File: src/sv/bmcs_pkg.sv
// Shared types and constants of the single-button menu and clock setter.
// No dependencies; every other file takes names from here by scope.
package bmcs_pkg;

  localparam logic [15:0] DEBOUNCE_RST = 16'd100;
  localparam logic [15:0] HOLD_RST     = 16'd1500;
  localparam logic [15:0] TIMEOUT_RST  = 16'd5000;

  localparam logic [5:0] HOURS_DAY  = 6'd24;
  localparam logic [5:0] HOURS_HALF = 6'd12;
  localparam logic [4:0] HOUR_MAX   = 5'd23;
  localparam logic [6:0] MINS_HOUR  = 7'd60;
  localparam logic [5:0] MINUTE_MAX = 6'd59;

  typedef enum logic [1:0] {
    OP_POLL    = 2'd0,
    OP_REFRESH = 2'd1,
    OP_LOAD    = 2'd2,
    OP_NOP     = 2'd3
  } op_t;

  typedef enum logic [1:0] {
    CFG_DEBOUNCE = 2'd0,
    CFG_HOLD     = 2'd1,
    CFG_TIMEOUT  = 2'd2,
    CFG_UNUSED   = 2'd3
  } cfg_idx_t;

  typedef enum logic [1:0] {
    PH_IDLE     = 2'd0,
    PH_DEBOUNCE = 2'd1,
    PH_PRESSED  = 2'd2,
    PH_HOLD     = 2'd3
  } phase_t;

  typedef enum logic [2:0] {
    ST_NONE   = 3'd0,
    ST_HOUR   = 3'd1,
    ST_MINUTE = 3'd2,
    ST_AMPM   = 3'd3,
    ST_MODE   = 3'd4
  } stage_t;

  typedef enum logic [1:0] {
    SCR_TRIP1 = 2'd0,
    SCR_TRIP2 = 2'd1,
    SCR_RANGE = 2'd2
  } screen_t;

  typedef struct packed {
    logic [15:0] debounce_ms;
    logic [15:0] hold_ms;
    logic [15:0] edit_timeout_ms;
  } cfg_t;

  typedef struct packed {
    phase_t      button_phase;
    logic [31:0] press_start_ms;
    logic        press_pending;
    stage_t      edit_stage;
    logic [31:0] last_action_ms;
    logic        skip_am_pm;
    logic        format_24;
    logic        morning;
    logic        metric_units;
    screen_t     screen_sel;
    logic [4:0]  held_hour;
    logic [5:0]  held_minute;
    logic        lamp;
  } state_t;

  typedef struct packed {
    logic clear_trip_one;
    logic clear_trip_two;
    logic clock_write;
  } pulse_t;

endpackage

File: src/sv/button_menu_clock_setter_top.sv
// Top level of the single-button menu and clock setter.
// Depends on bmcs_pkg and bmcs_step.
//
// Each accepted item (button poll, refresh check, time load or no-op) yields
// exactly one result item that shows the menu state after that item, plus
// one-item pulses for trip clears and clock writes. An accepted item waits in
// the input register until the result register is free or being drained,
// then passes through the step logic into the result register, where the
// menu state is updated too, and its result is shown from there until taken.
// One item is accepted every cycle while the result side keeps taking items;
// the rate is set by the single step stage and its state feedback. The three
// timing registers (debounce, hold, edit timeout, all in milliseconds) are
// written through the cfg channel, which is always ready; an index beyond
// the list is dropped. Timestamps wrap modulo 2^32.
module button_menu_clock_setter_top (
  input  logic        clk,
  input  logic        rst_n,
  input  logic        cfg_valid,
  output logic        cfg_ready,
  input  logic [1:0]  cfg_index,
  input  logic [15:0] cfg_data,
  input  logic        in_valid,
  output logic        in_ready,
  input  logic [1:0]  in_op,
  input  logic [31:0] in_now_ms,
  input  logic        in_pin_low,
  input  logic        in_press_edge,
  input  logic [4:0]  in_new_hour,
  input  logic [5:0]  in_new_minute,
  output logic        out_valid,
  input  logic        out_ready,
  output logic [1:0]  out_trip_screen,
  output logic [2:0]  out_edit_state,
  output logic        out_mode_24,
  output logic        out_is_am,
  output logic        out_unit_km,
  output logic [4:0]  out_hour_out,
  output logic [5:0]  out_minute_out,
  output logic        out_led_on,
  output logic        out_clear_trip_one,
  output logic        out_clear_trip_two,
  output logic        out_clock_write
);

  bmcs_pkg::cfg_t   cfg_r;
  bmcs_pkg::state_t st_r;
  bmcs_pkg::state_t st_nxt;
  bmcs_pkg::pulse_t pulse_nxt;
  bmcs_pkg::pulse_t pulse_r;

  logic             s1_v_r;
  bmcs_pkg::op_t    s1_op_r;
  logic [31:0]      s1_now_r;
  logic             s1_pin_r;
  logic             s1_edge_r;
  logic [4:0]       s1_hour_r;
  logic [5:0]       s1_min_r;
  logic             out_v_r;

  logic advance;
  logic s1_fire;
  logic in_fire;

  // Move the input register forward whenever the result register is free
  // or being drained in this cycle.
  assign advance   = !out_v_r || out_ready;
  assign s1_fire   = s1_v_r && advance;
  assign in_ready  = !s1_v_r || advance;
  assign in_fire   = in_valid && in_ready;
  assign cfg_ready = 1'b1;

  // Configuration registers
  always_ff @(posedge clk) begin
    if (!rst_n) begin
      cfg_r.debounce_ms     <= bmcs_pkg::DEBOUNCE_RST;
      cfg_r.hold_ms         <= bmcs_pkg::HOLD_RST;
      cfg_r.edit_timeout_ms <= bmcs_pkg::TIMEOUT_RST;
    end else if (cfg_valid) begin
      unique case (bmcs_pkg::cfg_idx_t'(cfg_index))
        bmcs_pkg::CFG_DEBOUNCE: cfg_r.debounce_ms     <= cfg_data;
        bmcs_pkg::CFG_HOLD:     cfg_r.hold_ms         <= cfg_data;
        bmcs_pkg::CFG_TIMEOUT:  cfg_r.edit_timeout_ms <= cfg_data;
        default: ;
      endcase
    end
  end

  // Input register: valid is control, payload loads on accept only
  always_ff @(posedge clk) begin
    if (!rst_n) begin
      s1_v_r <= 1'b0;
    end else if (in_fire) begin
      s1_v_r <= 1'b1;
    end else if (s1_fire) begin
      s1_v_r <= 1'b0;
    end
  end

  always_ff @(posedge clk) begin
    if (in_fire) begin
      s1_op_r   <= bmcs_pkg::op_t'(in_op);
      s1_now_r  <= in_now_ms;
      s1_pin_r  <= in_pin_low;
      s1_edge_r <= in_press_edge;
      s1_hour_r <= in_new_hour;
      s1_min_r  <= in_new_minute;
    end
  end

  bmcs_step u_step (
    .op         (s1_op_r),
    .now_ms     (s1_now_r),
    .pin_low    (s1_pin_r),
    .press_edge (s1_edge_r),
    .new_hour   (s1_hour_r),
    .new_minute (s1_min_r),
    .cfg        (cfg_r),
    .st         (st_r),
    .st_nxt     (st_nxt),
    .pulse      (pulse_nxt)
  );

  // Menu state: advance once per item as it leaves the input register
  always_ff @(posedge clk) begin
    if (!rst_n) begin
      st_r <= '{button_phase: bmcs_pkg::PH_IDLE, edit_stage: bmcs_pkg::ST_NONE,
                screen_sel: bmcs_pkg::SCR_TRIP1, default: '0};
    end else if (s1_fire) begin
      st_r <= st_nxt;
    end
  end

  // Result register: holds the snapshot until the consumer takes it
  always_ff @(posedge clk) begin
    if (!rst_n) begin
      out_v_r <= 1'b0;
    end else if (s1_fire) begin
      out_v_r <= 1'b1;
    end else if (out_ready) begin
      out_v_r <= 1'b0;
    end
  end

  always_ff @(posedge clk) begin
    if (s1_fire) begin
      pulse_r <= pulse_nxt;
    end
  end

  // State register already holds the post-item values, so the result reads
  // it directly; it only changes together with the result register.
  assign out_valid          = out_v_r;
  assign out_trip_screen    = st_r.screen_sel;
  assign out_edit_state     = st_r.edit_stage;
  assign out_mode_24        = st_r.format_24;
  assign out_is_am          = st_r.morning;
  assign out_unit_km        = st_r.metric_units;
  assign out_hour_out       = st_r.held_hour;
  assign out_minute_out     = st_r.held_minute;
  assign out_led_on         = st_r.lamp;
  assign out_clear_trip_one = pulse_r.clear_trip_one;
  assign out_clear_trip_two = pulse_r.clear_trip_two;
  assign out_clock_write    = pulse_r.clock_write;

  // A trip clear goes to one trip only
  a_one_clear: assert property (@(posedge clk) disable iff (!rst_n)
    out_valid |-> !(out_clear_trip_one && out_clear_trip_two))
    else $error("both trip clears raised");

  // Clock writes come only from edits on the range screen
  a_write_range: assert property (@(posedge clk) disable iff (!rst_n)
    (out_valid && out_clock_write) |-> (out_trip_screen == bmcs_pkg::SCR_RANGE))
    else $error("clock write off the range screen");

  // Only button polls touch the lamp
  a_lamp_poll: assert property (@(posedge clk) disable iff (!rst_n)
    (s1_fire && (s1_op_r != bmcs_pkg::OP_POLL)) |=> $stable(st_r.lamp))
    else $error("lamp changed outside a poll");

  // Back pressure only when both registers are full and the result is stalled
  a_stall: assert property (@(posedge clk) disable iff (!rst_n)
    !in_ready |-> (s1_v_r && out_v_r && !out_ready))
    else $error("input stalled without cause");

  // State holds while no item passes the step stage
  a_state_hold: assert property (@(posedge clk) disable iff (!rst_n)
    !s1_fire |=> $stable(st_r))
    else $error("menu state changed without an item");

endmodule

File: src/sv/bmcs_step.sv
// Next-state logic for one item: button debounce, edit actions, refresh
// timeout and time load. Combinational; uses bmcs_pkg types.
module bmcs_step (
  input  bmcs_pkg::op_t    op,
  input  logic [31:0]      now_ms,
  input  logic             pin_low,
  input  logic             press_edge,
  input  logic [4:0]       new_hour,
  input  logic [5:0]       new_minute,
  input  bmcs_pkg::cfg_t   cfg,
  input  bmcs_pkg::state_t st,
  output bmcs_pkg::state_t st_nxt,
  output bmcs_pkg::pulse_t pulse
);

  logic [31:0] since_press;
  logic [31:0] since_action;
  logic        debounce_done;
  logic        hold_done;
  logic        timeout_done;
  logic        no_edit;
  logic [5:0]  hour_inc;
  logic [5:0]  hour_wide;
  logic [5:0]  hour_24;
  logic [6:0]  minute_inc;
  logic [4:0]  load_hour;
  logic [5:0]  load_minute;

  assign since_press   = now_ms - st.press_start_ms;
  assign since_action  = now_ms - st.last_action_ms;
  assign debounce_done = since_press > {16'd0, cfg.debounce_ms};
  assign hold_done     = since_press > {16'd0, cfg.hold_ms};
  assign timeout_done  = since_action > {16'd0, cfg.edit_timeout_ms};
  assign no_edit       = (st.edit_stage == bmcs_pkg::ST_NONE) ||
                         (st.edit_stage > bmcs_pkg::ST_MODE);

  assign hour_wide  = {1'b0, st.held_hour};
  assign hour_inc   = hour_wide + 6'd1;
  assign minute_inc = {1'b0, st.held_minute} + 7'd1;
  assign load_hour   = (new_hour > bmcs_pkg::HOUR_MAX) ? bmcs_pkg::HOUR_MAX : new_hour;
  assign load_minute = (new_minute > bmcs_pkg::MINUTE_MAX) ? bmcs_pkg::MINUTE_MAX
                                                          : new_minute;

  // 12h to 24h conversion when the am/pm stage is left
  always_comb begin
    logic [5:0] r;
    if (st.morning) begin
      r = (hour_wide == bmcs_pkg::HOURS_HALF) ? 6'd0 : hour_wide;
    end else begin
      r = (hour_wide == bmcs_pkg::HOURS_HALF) ? bmcs_pkg::HOURS_HALF
                                              : hour_wide + bmcs_pkg::HOURS_HALF;
    end
    hour_24 = (r >= bmcs_pkg::HOURS_DAY) ? r - bmcs_pkg::HOURS_DAY : r;
  end

  always_comb begin
    st_nxt = st;
    pulse  = '0;
    case (op)
      bmcs_pkg::OP_POLL: begin
        if (press_edge || st.press_pending) begin
          st_nxt.press_pending = 1'b1;
          if (pin_low) begin
            case (st.button_phase)
              bmcs_pkg::PH_IDLE: begin
                st_nxt.button_phase   = bmcs_pkg::PH_DEBOUNCE;
                st_nxt.press_start_ms = now_ms;
              end
              bmcs_pkg::PH_DEBOUNCE: begin
                if (debounce_done) begin
                  st_nxt.button_phase = bmcs_pkg::PH_PRESSED;
                  st_nxt.lamp         = 1'b1;
                  if (st.screen_sel == bmcs_pkg::SCR_RANGE) begin
                    case (st.edit_stage)
                      bmcs_pkg::ST_MODE: begin
                        st_nxt.format_24      = ~st.format_24;
                        st_nxt.skip_am_pm     = ~st.format_24;
                        st_nxt.last_action_ms = now_ms;
                      end
                      bmcs_pkg::ST_AMPM: begin
                        st_nxt.morning        = ~st.morning;
                        pulse.clock_write     = 1'b1;
                        st_nxt.last_action_ms = now_ms;
                      end
                      bmcs_pkg::ST_HOUR: begin
                        if (st.format_24) begin
                          st_nxt.held_hour = (hour_inc >= bmcs_pkg::HOURS_DAY) ?
                              5'(hour_inc - bmcs_pkg::HOURS_DAY) : hour_inc[4:0];
                        end else begin
                          st_nxt.held_hour = (hour_inc > bmcs_pkg::HOURS_HALF) ?
                              5'd1 : hour_inc[4:0];
                        end
                        pulse.clock_write     = 1'b1;
                        st_nxt.last_action_ms = now_ms;
                      end
                      bmcs_pkg::ST_MINUTE: begin
                        st_nxt.held_minute = (minute_inc >= bmcs_pkg::MINS_HOUR) ?
                            6'(minute_inc - bmcs_pkg::MINS_HOUR) : minute_inc[5:0];
                        pulse.clock_write     = 1'b1;
                        st_nxt.last_action_ms = now_ms;
                      end
                      default: ;
                    endcase
                  end
                end
              end
              bmcs_pkg::PH_PRESSED: begin
                if (hold_done) begin
                  st_nxt.button_phase = bmcs_pkg::PH_HOLD;
                  case (st.screen_sel)
                    bmcs_pkg::SCR_RANGE: begin
                      if (no_edit) st_nxt.edit_stage = bmcs_pkg::ST_MODE;
                      st_nxt.last_action_ms = now_ms;
                    end
                    bmcs_pkg::SCR_TRIP1: pulse.clear_trip_one = 1'b1;
                    bmcs_pkg::SCR_TRIP2: pulse.clear_trip_two = 1'b1;
                    default: ;
                  endcase
                end
              end
              default: ;
            endcase
          end else begin
            // release: only a short press acts
            if (st.button_phase == bmcs_pkg::PH_PRESSED) begin
              case (st.screen_sel)
                bmcs_pkg::SCR_RANGE: begin
                  if (no_edit) begin
                    st_nxt.screen_sel   = bmcs_pkg::SCR_TRIP1;
                    st_nxt.metric_units = ~st.metric_units;
                  end
                end
                bmcs_pkg::SCR_TRIP1: st_nxt.screen_sel = bmcs_pkg::SCR_TRIP2;
                bmcs_pkg::SCR_TRIP2: st_nxt.screen_sel = bmcs_pkg::SCR_RANGE;
                default: ;
              endcase
            end
            st_nxt.lamp          = 1'b0;
            st_nxt.button_phase  = bmcs_pkg::PH_IDLE;
            st_nxt.press_pending = 1'b0;
          end
        end
      end
      bmcs_pkg::OP_REFRESH: begin
        if (timeout_done) begin
          case (st.edit_stage)
            bmcs_pkg::ST_MODE: begin
              st_nxt.edit_stage = st.skip_am_pm ? bmcs_pkg::ST_HOUR : bmcs_pkg::ST_AMPM;
              st_nxt.last_action_ms = now_ms;
            end
            bmcs_pkg::ST_AMPM: begin
              st_nxt.edit_stage     = bmcs_pkg::ST_HOUR;
              st_nxt.last_action_ms = now_ms;
              if (st.format_24) begin
                st_nxt.held_hour = hour_24[4:0];
              end else if (st.held_hour == 5'd0) begin
                st_nxt.held_hour = 5'(bmcs_pkg::HOURS_HALF);
                st_nxt.morning   = 1'b1;
              end else if (hour_wide == bmcs_pkg::HOURS_HALF) begin
                st_nxt.morning = 1'b0;
              end else if (hour_wide > bmcs_pkg::HOURS_HALF) begin
                st_nxt.held_hour = 5'(hour_wide - bmcs_pkg::HOURS_HALF);
                st_nxt.morning   = 1'b0;
              end else begin
                st_nxt.morning = 1'b1;
              end
            end
            bmcs_pkg::ST_HOUR: begin
              st_nxt.edit_stage     = bmcs_pkg::ST_MINUTE;
              st_nxt.last_action_ms = now_ms;
            end
            bmcs_pkg::ST_MINUTE: begin
              st_nxt.edit_stage = bmcs_pkg::ST_NONE;
              st_nxt.screen_sel = bmcs_pkg::SCR_TRIP1;
            end
            default: ;
          endcase
        end
      end
      bmcs_pkg::OP_LOAD: begin
        if ((load_hour != st.held_hour) && (hour_wide == bmcs_pkg::HOURS_HALF))
          st_nxt.morning = ~st.morning;
        st_nxt.held_minute = load_minute;
        if (!st.format_24 && ({1'b0, load_hour} > bmcs_pkg::HOURS_HALF)) begin
          st_nxt.held_hour = 5'({1'b0, load_hour} - bmcs_pkg::HOURS_HALF);
        end else begin
          st_nxt.held_hour = load_hour;
        end
      end
      default: ;
    endcase
  end

endmodule
File: config.mk
export PLATFORM = sky130hd
export DESIGN_NAME = button_menu_clock_setter_top
export DESIGN_NICKNAME = d
export VERILOG_FILES = /design/src/sv/bmcs_pkg.sv /design/src/sv/button_menu_clock_setter_top.sv /design/src/sv/bmcs_step.sv
export SDC_FILE = /design/constraint.sdc
export NUM_CORES = 1
export LEC_CHECK = 0
export BUFFER_PORTS_ARGS = -buffer_cell sky130_fd_sc_hd__buf_4
export CAP_MARGIN = 20
export CORE_UTILIZATION = 40
export DETAILED_ROUTE_END_ITERATION = 10
export GPL_TIMING_DRIVEN = 0
export PLACE_DENSITY = 0.55
export SYNTH_ARGS = -nofsm -noshare
export SYNTH_HDL_FRONTEND = slang
export SYNTH_HIERARCHICAL = 1
export SYNTH_SLANG_ARGS = --single-unit
File: constraint.sdc
create_clock -name clk -period 8.2 [get_ports clk]
set_input_delay 0 -clock clk [delete_from_list [all_inputs] [get_ports clk]]
set_output_delay 0 -clock clk [all_outputs]
set_load 0.01 [all_outputs]
==> results_dict.tcl, run 1 <==
set metrics [dict create \
    ir_drop_v 0.000142 \
    power.total_mw 2.40 \
    synth_edf_count 50 \
    maxCapViolCount 0 \
    die_h_microns 194 \
    cp_cell_sequence "inv_1 > ha_1 > inv_1 > fa_1 > a21o_1 > a22oi_1 > a311oi_1 > nor2b_1 > xnor2_1 > ha_1 > and2_1 > a221o_1 > a221o_1 > a22oi_1 > o211ai_1 > a2111oi_0 > nor4b_1 > nand4b_1 > nand2_1 > o32a_1 > buf_4 > a22o_1 > nand2_1 > mux2i_1" \
    slowest_delay_ns 0.46 \
    cts_tree "yes" \
    antenna_found_initial 0 \
    synthDistinctLibCells 92 \
    r2r_setup_slack_ns 1.41 \
    fin_ws_ns 1.41 \
    tightest_slew_ns 0.873 \
    setup_viol 0 \
    powerDensity_nw_per_um2 138 \
    path_class "reg2reg" \
    drc 1 \
    failed_checks "design-rule violations" \
    holdPathEnd "cfg_r[21]$_SDFFE_PN0P_" \
    synth_ff_type "dfxtp_1" \
    die_area_sq_um 37800 \
    grt_pass1_wl_mm 71.7 \
    r2r_start "s1_now_r[0]$_DFFE_PP_" \
    layout-drive-gt1-share_pct 12.8 \
    synth_seq_cells 188 \
    r2r_end "st_r[49]$_SDFFE_PN0P_" \
    wirelength_mm 45.6 \
    htreeDepth 4 \
    slew_headroom_pct 41.0 \
    wl_met2_mm 21.2 \
    first_pass_iters 8 \
    hold_viol_final 0 \
    core_sq_um 36500 \
    via_per_inst 5.54 \
    dr_wl_met3_mm 1.56 \
    yosysSeqAreaShare_pct 28.8 \
    ant_nets 0 \
    critPathCaptureType "flop" \
    clk_path_buf_depth 2 \
    floorplan.io_pins 96 \
    outcome "finished with violations" \
    numCtsBuffers 17 \
    final.setup_skew_ns 0.0159 \
    top_layer "met4" \
    dp.final_hpwl_mm 34.8 \
    fin_crit_sh_pct 82.8 \
    dr.first_iter.drc_count 937 \
    layout.cells.most_common "nand2_1" \
    worstPathRequired_ns 8.59 \
    fin_tns_setup_ns 0 \
    arrival_ns 7.18 \
    whs_path_depth 4 \
    maxSlewViolCount 0 \
    die_w_microns 194 \
    synth-async-reset-ratio_pct 0 \
    rsz0062_at_grt "false" \
    fill_cells 3655 \
    worstRegToRegCells 24 \
    cts_sinks 188 \
    cts.repair.resized 0 \
    hold_ws_ns 0.0981 \
    leakagePower_nw 6.95 \
    vias 13706 \
    antenna_cells 0 \
    synth_cells 1813 \
    syn2layout_area_growth_pct 17.3 \
    clkSlewWorstSetupHoldPaths_ns 0.07 \
    post-place-ws_ns 1.58 \
    syn_nets 2015 \
    initial_core_util_pct 40.5 \
    start_kind "flop" \
    period_needed_ns 6.79 \
    clk_latency_ns 0.46 \
    first_global_vias 13136 \
    portBuffers 93 \
    final_cell_mix "309 x nand2_1, 152 x inv_1, 138 x dfxtp_1" \
    critPathTopFamily "compound AO/OA/AOI/OAI gates" \
    final_nets 2194 \
    synth_area_per_cell_sq_um 8.16 \
    grtUsageTotal_pct 24.1 \
    max_freq_ghz 0.147 \
    wl_per_cell_microns 18.4 \
    cp_num_buf_inv 3 \
    overflow 0 \
    ctsRootBufferMaster "clkbuf_16" \
    crit_fanout 10 \
    place_congestion 0.877 \
    hold_path_class "in2reg" \
    rows 70 \
    m1WireLength_mm 21.8 \
    critPathSlowestCell "a22oi_1" \
    grt_max_degree 34 \
    yosys_warnings 6 \
    synth_area_sq_um 14800 \
    worstHoldStart "cfg_index[1]" \
]
[registers in the layout, indices dropped and copies added (netlist names), 2 cells and up]
signal / flops
s1_min_r: 6
cfg_r: 48
s1_hour_r: 5
out_trip_screen: 2
s1_now_r: 32
out_edit_state: 3
out_minute_out: 6
s1_op_r: 2
out_hour_out: 5
st_r: 68
[power breakdown]
part / switching [mW] / internal (mW)
Combinational: 0.304 / 0.224
Sequential: 0.0319 / 0.981
Clock: 0.400 / 0.461
Total: 0.735 / 1.67
[timing repair]
item                                   CTS  global route
endpoints found under the hold margin   97             0
setup buffers                            0             0
hold buffers                            66             0
[Yosys cell counts, types with 8 or more instances]
library cell	n	area [sq um]
nand2_1	309	1160
inv_1	152	571
dfxtp_1	138	2760
ha_1	130	1630
mux2i_1	111	1110
a21oi_1	95	475
o21ai_0	76	380
nor2_1	72	270
nand3_1	62	310
edfxtp_1	50	1500
clkbuf_1	42	158
a22o_1	36	315
xnor2_1	35	307
mux2_2	32	360
a21o_1	29	218
nand4_1	29	181
buf_2	28	140
buf_4	28	210
nor3_1	25	125
xor2_1	21	184
o21ai_1	20	100
o211ai_1	19	143
o21a_1	18	135
a31oi_1	15	93.8
nand2b_1	13	81.3
nor2b_1	13	81.3
a211oi_1	12	90.1
and3_1	12	75.1
o22ai_1	12	75.1
and2_1	11	68.8
or2_2	9	56.3
buf_6	8	90.1
o31ai_1	8	60.1
[final cells by class]
type,instances,area (sq um),share of cell area (%)
Inverter,154,578,3.33
Buffer,109,611,3.52
Timing Repair Buffer,160,1380,7.95
Clock inverter,9,98.8,0.570
Clock buffer,23,489,2.82
Tap cell,468,586,3.37
Sequential cell,188,4260,24.6
Multi-Input combinational cell,1362,9350,53.9
[worst max path at each step]
stage / start / to / slack [ns] / cells after the start
2_1_floorplan: s1_now_r[4]$_DFFE_PP_ / out_is_am$_SDFFE_PN0P_ / 3.45 / 25
4_1_cts: s1_now_r[0]$_DFFE_PP_ / st_r[49]$_SDFFE_PN0P_ / 1.52 / 24
3_3_place_gp: s1_now_r[0]$_DFFE_PP_ / st_r[20]$_SDFFE_PN0P_ / 1.65 / 24
6_report: s1_now_r[0]$_DFFE_PP_ / st_r[49]$_SDFFE_PN0P_ / 1.41 / 24
5_1_grt: s1_now_r[0]$_DFFE_PP_ / st_r[41]$_SDFFE_PN0P_ / 1.0 / 25
3_5_place_dp: s1_now_r[0]$_DFFE_PP_ / st_r[49]$_SDFFE_PN0P_ / 1.58 / 24
[worst register-to-register path, delay by kind of cell, from the launching register on]
family | cells | cell delay (ns)
xor+xnor | 1 | 0.17
fa+ha+maj | 3 | 0.91
flops | 1 | 0.43
buf+inv | 3 | 0.55
compound gates | 10 | 2.92
mux | 1 | 0.14
simple gates | 6 | 1.60
[through the flow]
step / instances / util, % / area (sq um)
after floorplan: 1813 / - / 14800
after global placement: 2374 / 44.0 / 16100
after detailed placement: 2375 / 44.1 / 16100
after CTS: 2473 / 47.5 / 17400
after global routing: 2473 / 47.5 / 17400
final: 2473 / 47.5 / 17400
[routing by layer]
metal / GRT usage (%) / vias up
met5: 0 / -
met4: 8.11 / 0
met3: 3.19 / 53
met2: 40.2 / 303
met1: 32.1 / 6545
li1: - / 6805
[cell families after synthesis]
group | after synthesis | share of synthesized area [%]
AOI/OAI and AO/OA | 437 | 20.1
xor gates and xnor gates | 56 | 3.31
adders and majority gates | 132 | 11.3
buffers and inverters | 263 | 8.03
DFF | 188 | 28.8
muxes | 144 | 10.0
other | 1 | 0.0253
and+or+nand+nor | 592 | 18.4
(Power assumes the default switching activity.)
==> run 2: changes to the inputs <==
Clock period 8.2 ns to 7 ns, I/O delays scaled along.
==> results_dict.tcl, run 2 (synthesized netlist as in run 1, its figures left out) <==
set metrics [dict create \
    slowest_delay_ns 0.46 \
    crit_start "s1_now_r[0]$_DFFE_PP_" \
    post-place-ws_ns 0.377 \
    antenna_cells 0 \
    portBuffers 93 \
    fin_crit_sh_pct 94.2 \
    initial_core_util_pct 40.5 \
    final_cell_area_sq_um 17400 \
    regMostFlops "st_r" \
    dpl_cell_area_sq_um 16100 \
    final_cell_mix "309 x nand2_1, 152 x inv_1, 138 x dfxtp_1" \
    layout.cells.most_common "nand2_1" \
    syn2layout_area_growth_pct 17.4 \
    critPathCaptureType "flop" \
    drc 1 \
    tightest_slew_ns 0.844 \
    cts.repair.resized 0 \
    fin_ws_ns 0.404 \
    maxSlewViolCount 0 \
    cts_sinks 188 \
    powerDensity_nw_per_um2 162 \
    dp.final_hpwl_mm 34.8 \
    failed_checks "design-rule violations" \
    place_congestion 0.877 \
    use_met1_pct 32.1 \
    path_class "reg2reg" \
    htreeDepth 4 \
    rows 70 \
    clk_latency_ns 0.46 \
    ant_nets 0 \
    worstPathRequired_ns 7.38 \
    max_freq_ghz 0.152 \
    grt_pass1_wl_mm 71.7 \
    core_sq_um 36500 \
    crit_fanout 10 \
    via_per_inst 5.55 \
    fill_cells 3656 \
    clkSlewWorstSetupHoldPaths_ns 0.07 \
    first_global_vias 13136 \
    leakagePower_nw 6.96 \
    critPathSlowestCell "a22oi_1" \
    ir_drop_v 0.000166 \
    cts_tree "yes" \
    overflow 0 \
    slew_headroom_pct 43.0 \
    hold_path_class "in2reg" \
    use_met2_pct 40.2 \
    period_needed_ns 6.60 \
    numCtsBuffers 17 \
    top_usage_layer "met2" \
    cp_num_buf_inv 4 \
    die_w_microns 194 \
    ctsRootBufferMaster "clkbuf_16" \
    rsz0062_at_grt "false" \
    clk_path_buf_depth 2 \
    grtUsageTotal_pct 24.1 \
    top_regs "st_r (68), cfg_r (48), s1_now_r (32)" \
    fin_tns_setup_ns 0 \
    start_kind "flop" \
    outcome "finished with violations" \
    hold_viol_final 0 \
    wl_per_cell_microns 18.4 \
    worstHoldStart "cfg_index[1]" \
    layout-drive-gt1-share_pct 12.9 \
    die_h_microns 194 \
    wirelength_mm 45.6 \
    final_nets 2196 \
    maxCapViolCount 0 \
    first_pass_iters 9 \
    setup_viol 0 \
    grt_max_degree 34 \
    dr.first_iter.drc_count 859 \
    vias 13741 \
    r2r_start "s1_now_r[0]$_DFFE_PP_" \
    grtUsageMet3_pct 3.19 \
    final.setup_skew_ns 0.0151 \
    critPathTopFamily "compound AO/OA/AOI/OAI gates" \
    die_area_sq_um 37800 \
    arrival_ns 6.98 \
    floorplan.io_pins 96 \
    largest_reg_flops 68 \
    antenna_found_initial 0 \
]
-- run 2: changes by cell type in the layout (fill, tap and decap cells not counted) --
cell | before | now
buf_4 | 121 | 123
-- run 2: power by group --
group	switching, mW	internal, mW
clock	0.467	0.540
sequential	0.0374	1.15
combinational	0.356	0.262
-- run 2: per-stage QoR --
step | hold slack [ns] | std cells | total power, mW | util [%]
final | 0.0976 | 2475 | 2.81 | 47.6
after floorplan | 0.0989 | 1813 | 1.60 | -
after CTS | 0.0740 | 2473 | 2.83 | 47.5
after global placement | 0.178 | 2374 | 1.79 | 44.0
after detailed placement | 0.179 | 2375 | 1.79 | 44.1
after global routing | 0.116 | 2475 | 2.94 | 47.6
-- run 2: worst min-delay path, cell delays in order --
cell	delay [ns]
buf_4	0.09
nand3b_1	0.26
nand3_1	0.11
o21ai_0	0.06
-- run 2: repair_timing --
item                                   CTS  global route
buffers inserted                         0             2
endpoints found under the hold margin   97             0
hold buffers                            66             0
setup endpoints to repair                0            30
-- run 2: final timing paths --
kind                             to  slack (ns)  cells past startpoint
min          cfg_r[21]$_SDFFE_PN0P_         0.1                      4
max           st_r[34]$_SDFFE_PN0P_        0.40                     25
min reg2reg  cfg_r[44]$_SDFFE_PN0P_        0.46                      2
max reg2reg   st_r[34]$_SDFFE_PN0P_        0.40                     25
-- run 2: area by class of cell --
cell class,instances,area (sq um),area share (%)
Multi-Input combinational cell,1362,9350,53.8
Sequential cell,188,4260,24.6
Timing Repair Buffer,162,1390,8.03
Buffer,109,611,3.52
Tap cell,468,586,3.37
Inverter,154,578,3.33
Clock buffer,23,489,2.82
Clock inverter,9,98.8,0.569
-- run 2: metal layers --
| layer | wire [microns] | share of wire (%) |
|---|---|---|
| met5 | 0 | 0 |
| met4 | 1100 | 2.4 |
| met3 | 1500 | 3.3 |
| met2 | 21200 | 46 |
| met1 | 21800 | 48 |
==> run 3: changes to the inputs <==
Settings changed: CAP_MARGIN 20 to not set, RECOVER_POWER set to 25.
==> results_dict.tcl, run 3 (synthesized netlist as in run 1, its figures left out) <==
set metrics [dict create \
    rows 70 \
    tightest_slew_ns 0.849 \
    via_per_inst 5.56 \
    floorplan.io_pins 96 \
    arrival_ns 6.95 \
    die_h_microns 194 \
    first_global_vias 13136 \
    maxCapViolCount 0 \
    place_congestion 0.877 \
    largest_reg_flops 68 \
    max_freq_ghz 0.152 \
    grt_pass1_wl_mm 71.7 \
    post-place-ws_ns 0.377 \
    dr.first_iter.drc_count 873 \
    ir_drop_v 0.000165 \
    drc 1 \
    crit_fanout 10 \
    outcome "finished with violations" \
    fill_cells 3658 \
    final_util_pct 47.5 \
    vias 13763 \
    regMostFlops "st_r" \
    setup_viol 0 \
    antenna_cells 0 \
    critPathCaptureType "flop" \
    wirelength_mm 45.6 \
    leakagePower_nw 6.93 \
    ant_nets 0 \
    dp.final_hpwl_mm 34.8 \
    antenna_found_initial 0 \
    hold_path_class "in2reg" \
    overflow 0 \
    fin_ws_ns 0.429 \
    powerDensity_nw_per_um2 162 \
    clk_path_buf_depth 2 \
    power.total_mw 2.81 \
    hold_viol_final 0 \
    top_regs "st_r (68), cfg_r (48), s1_now_r (32)" \
    rsz0062_at_grt "false" \
    maxSlewViolCount 0 \
    start_kind "flop" \
    layout.cells.most_common "nand2_1" \
    layout-drive-gt1-share_pct 12.6 \
    grtUsageTotal_pct 24.1 \
    slew_headroom_pct 42.7 \
    worstPathRequired_ns 7.38 \
    cts_sinks 188 \
    fin_crit_sh_pct 93.9 \
    wl_per_cell_microns 18.4 \
    critPathSlowestCell "a22oi_1" \
    clkSlewWorstSetupHoldPaths_ns 0.07 \
    clk_latency_ns 0.46 \
    numCtsBuffers 17 \
    syn2layout_area_growth_pct 17.3 \
    initial_core_util_pct 40.5 \
    final_cell_mix "309 x nand2_1, 152 x inv_1, 138 x dfxtp_1" \
    first_pass_iters 8 \
    portBuffers 93 \
    slowest_delay_ns 0.45 \
    period_needed_ns 6.57 \
    die_w_microns 194 \
    path_class "reg2reg" \
    cts_tree "yes" \
    grt_max_degree 34 \
    final_nets 2196 \
    fin_tns_setup_ns 0 \
    die_area_sq_um 37800 \
    final.setup_skew_ns 0.0165 \
    ctsRootBufferMaster "clkbuf_16" \
    failed_checks "design-rule violations" \
    core_sq_um 36500 \
    htreeDepth 4 \
]
run 3: cell types whose count changed in the layout (fill, tap and decap cells not counted), sizes merged:
cell	previous run	this run
clkbuf	66	119
buf	162	109
run 3: cell type report:
cell class / count / area [sq um] / area share [%]
Buffer: 109 / 603 / 3.47
Clock buffer: 23 / 489 / 2.82
Clock inverter: 9 / 98.8 / 0.569
Inverter: 154 / 578 / 3.33
Multi-Input combinational cell: 1362 / 9340 / 53.8
Sequential cell: 188 / 4260 / 24.6
Tap cell: 468 / 586 / 3.37
Timing Repair Buffer: 162 / 1390 / 8.03
run 3: worst max-delay path, delay by kind of cell (launching register included):
family	cells	cell delay, ns
compound gates	10	2.90
xor+xnor	1	0.17
fa+ha+maj	3	0.91
buf+inv	4	0.72
flops	1	0.43
mux	1	0.16
simple gates	6	1.17
run 3: path summary, 6_finish.rpt:
| check | start | slack, ns | to | cells past startpoint |
|---|---|---|---|---|
| worst min-delay path | cfg_index[1] | 0.1 | cfg_r[21]$_SDFFE_PN0P_ | 4 |
| worst max-delay path | s1_now_r[0]$_DFFE_PP_ | 0.43 | st_r[34]$_SDFFE_PN0P_ | 25 |
| worst max register to register | s1_now_r[0]$_DFFE_PP_ | 0.43 | st_r[34]$_SDFFE_PN0P_ | 25 |
| worst min register to register | cfg_r[43]$_SDFFE_PN0P_ | 0.47 | cfg_r[43]$_SDFFE_PN0P_ | 2 |
run 3: what timing repair did:
action	4_1_cts	5_1_grt
hold endpoints to repair	97	0
setup buffers	0	2
gates resized for setup	0	0
setup endpoints to repair	0	30
hold buffers	66	0
run 3: power breakdown:
| group | switching (mW) | internal [mW] | leakage [nW] |
|---|---|---|---|
| sequential | 0.0374 | 1.15 | 1.60 |
| clock | 0.469 | 0.540 | 0.292 |
| combinational | 0.354 | 0.260 | 5.04 |
| total | 0.861 | 1.95 | 6.93 |
run 3: per-layer routing:
metal / part of all wire [%] / vias to the layer above / global-route usage, %
met5: 0 / - / 0
met4: 2.3 / 0 / 8.11
met3: 3.7 / 55 / 3.19
met2: 47 / 343 / 40.2
met1: 47 / 6565 / 32.1
li1: - / 6800 / -
run 3: stage by stage:
stage	hold WS (ns)	area, sq um	instances
after floorplan	0.0989	14800	1813
after global placement	0.178	16100	2374
after detailed placement	0.179	16100	2375
after CTS	0.0740	17400	2473
after global routing	0.116	17400	2475
final	0.0975	17400	2475
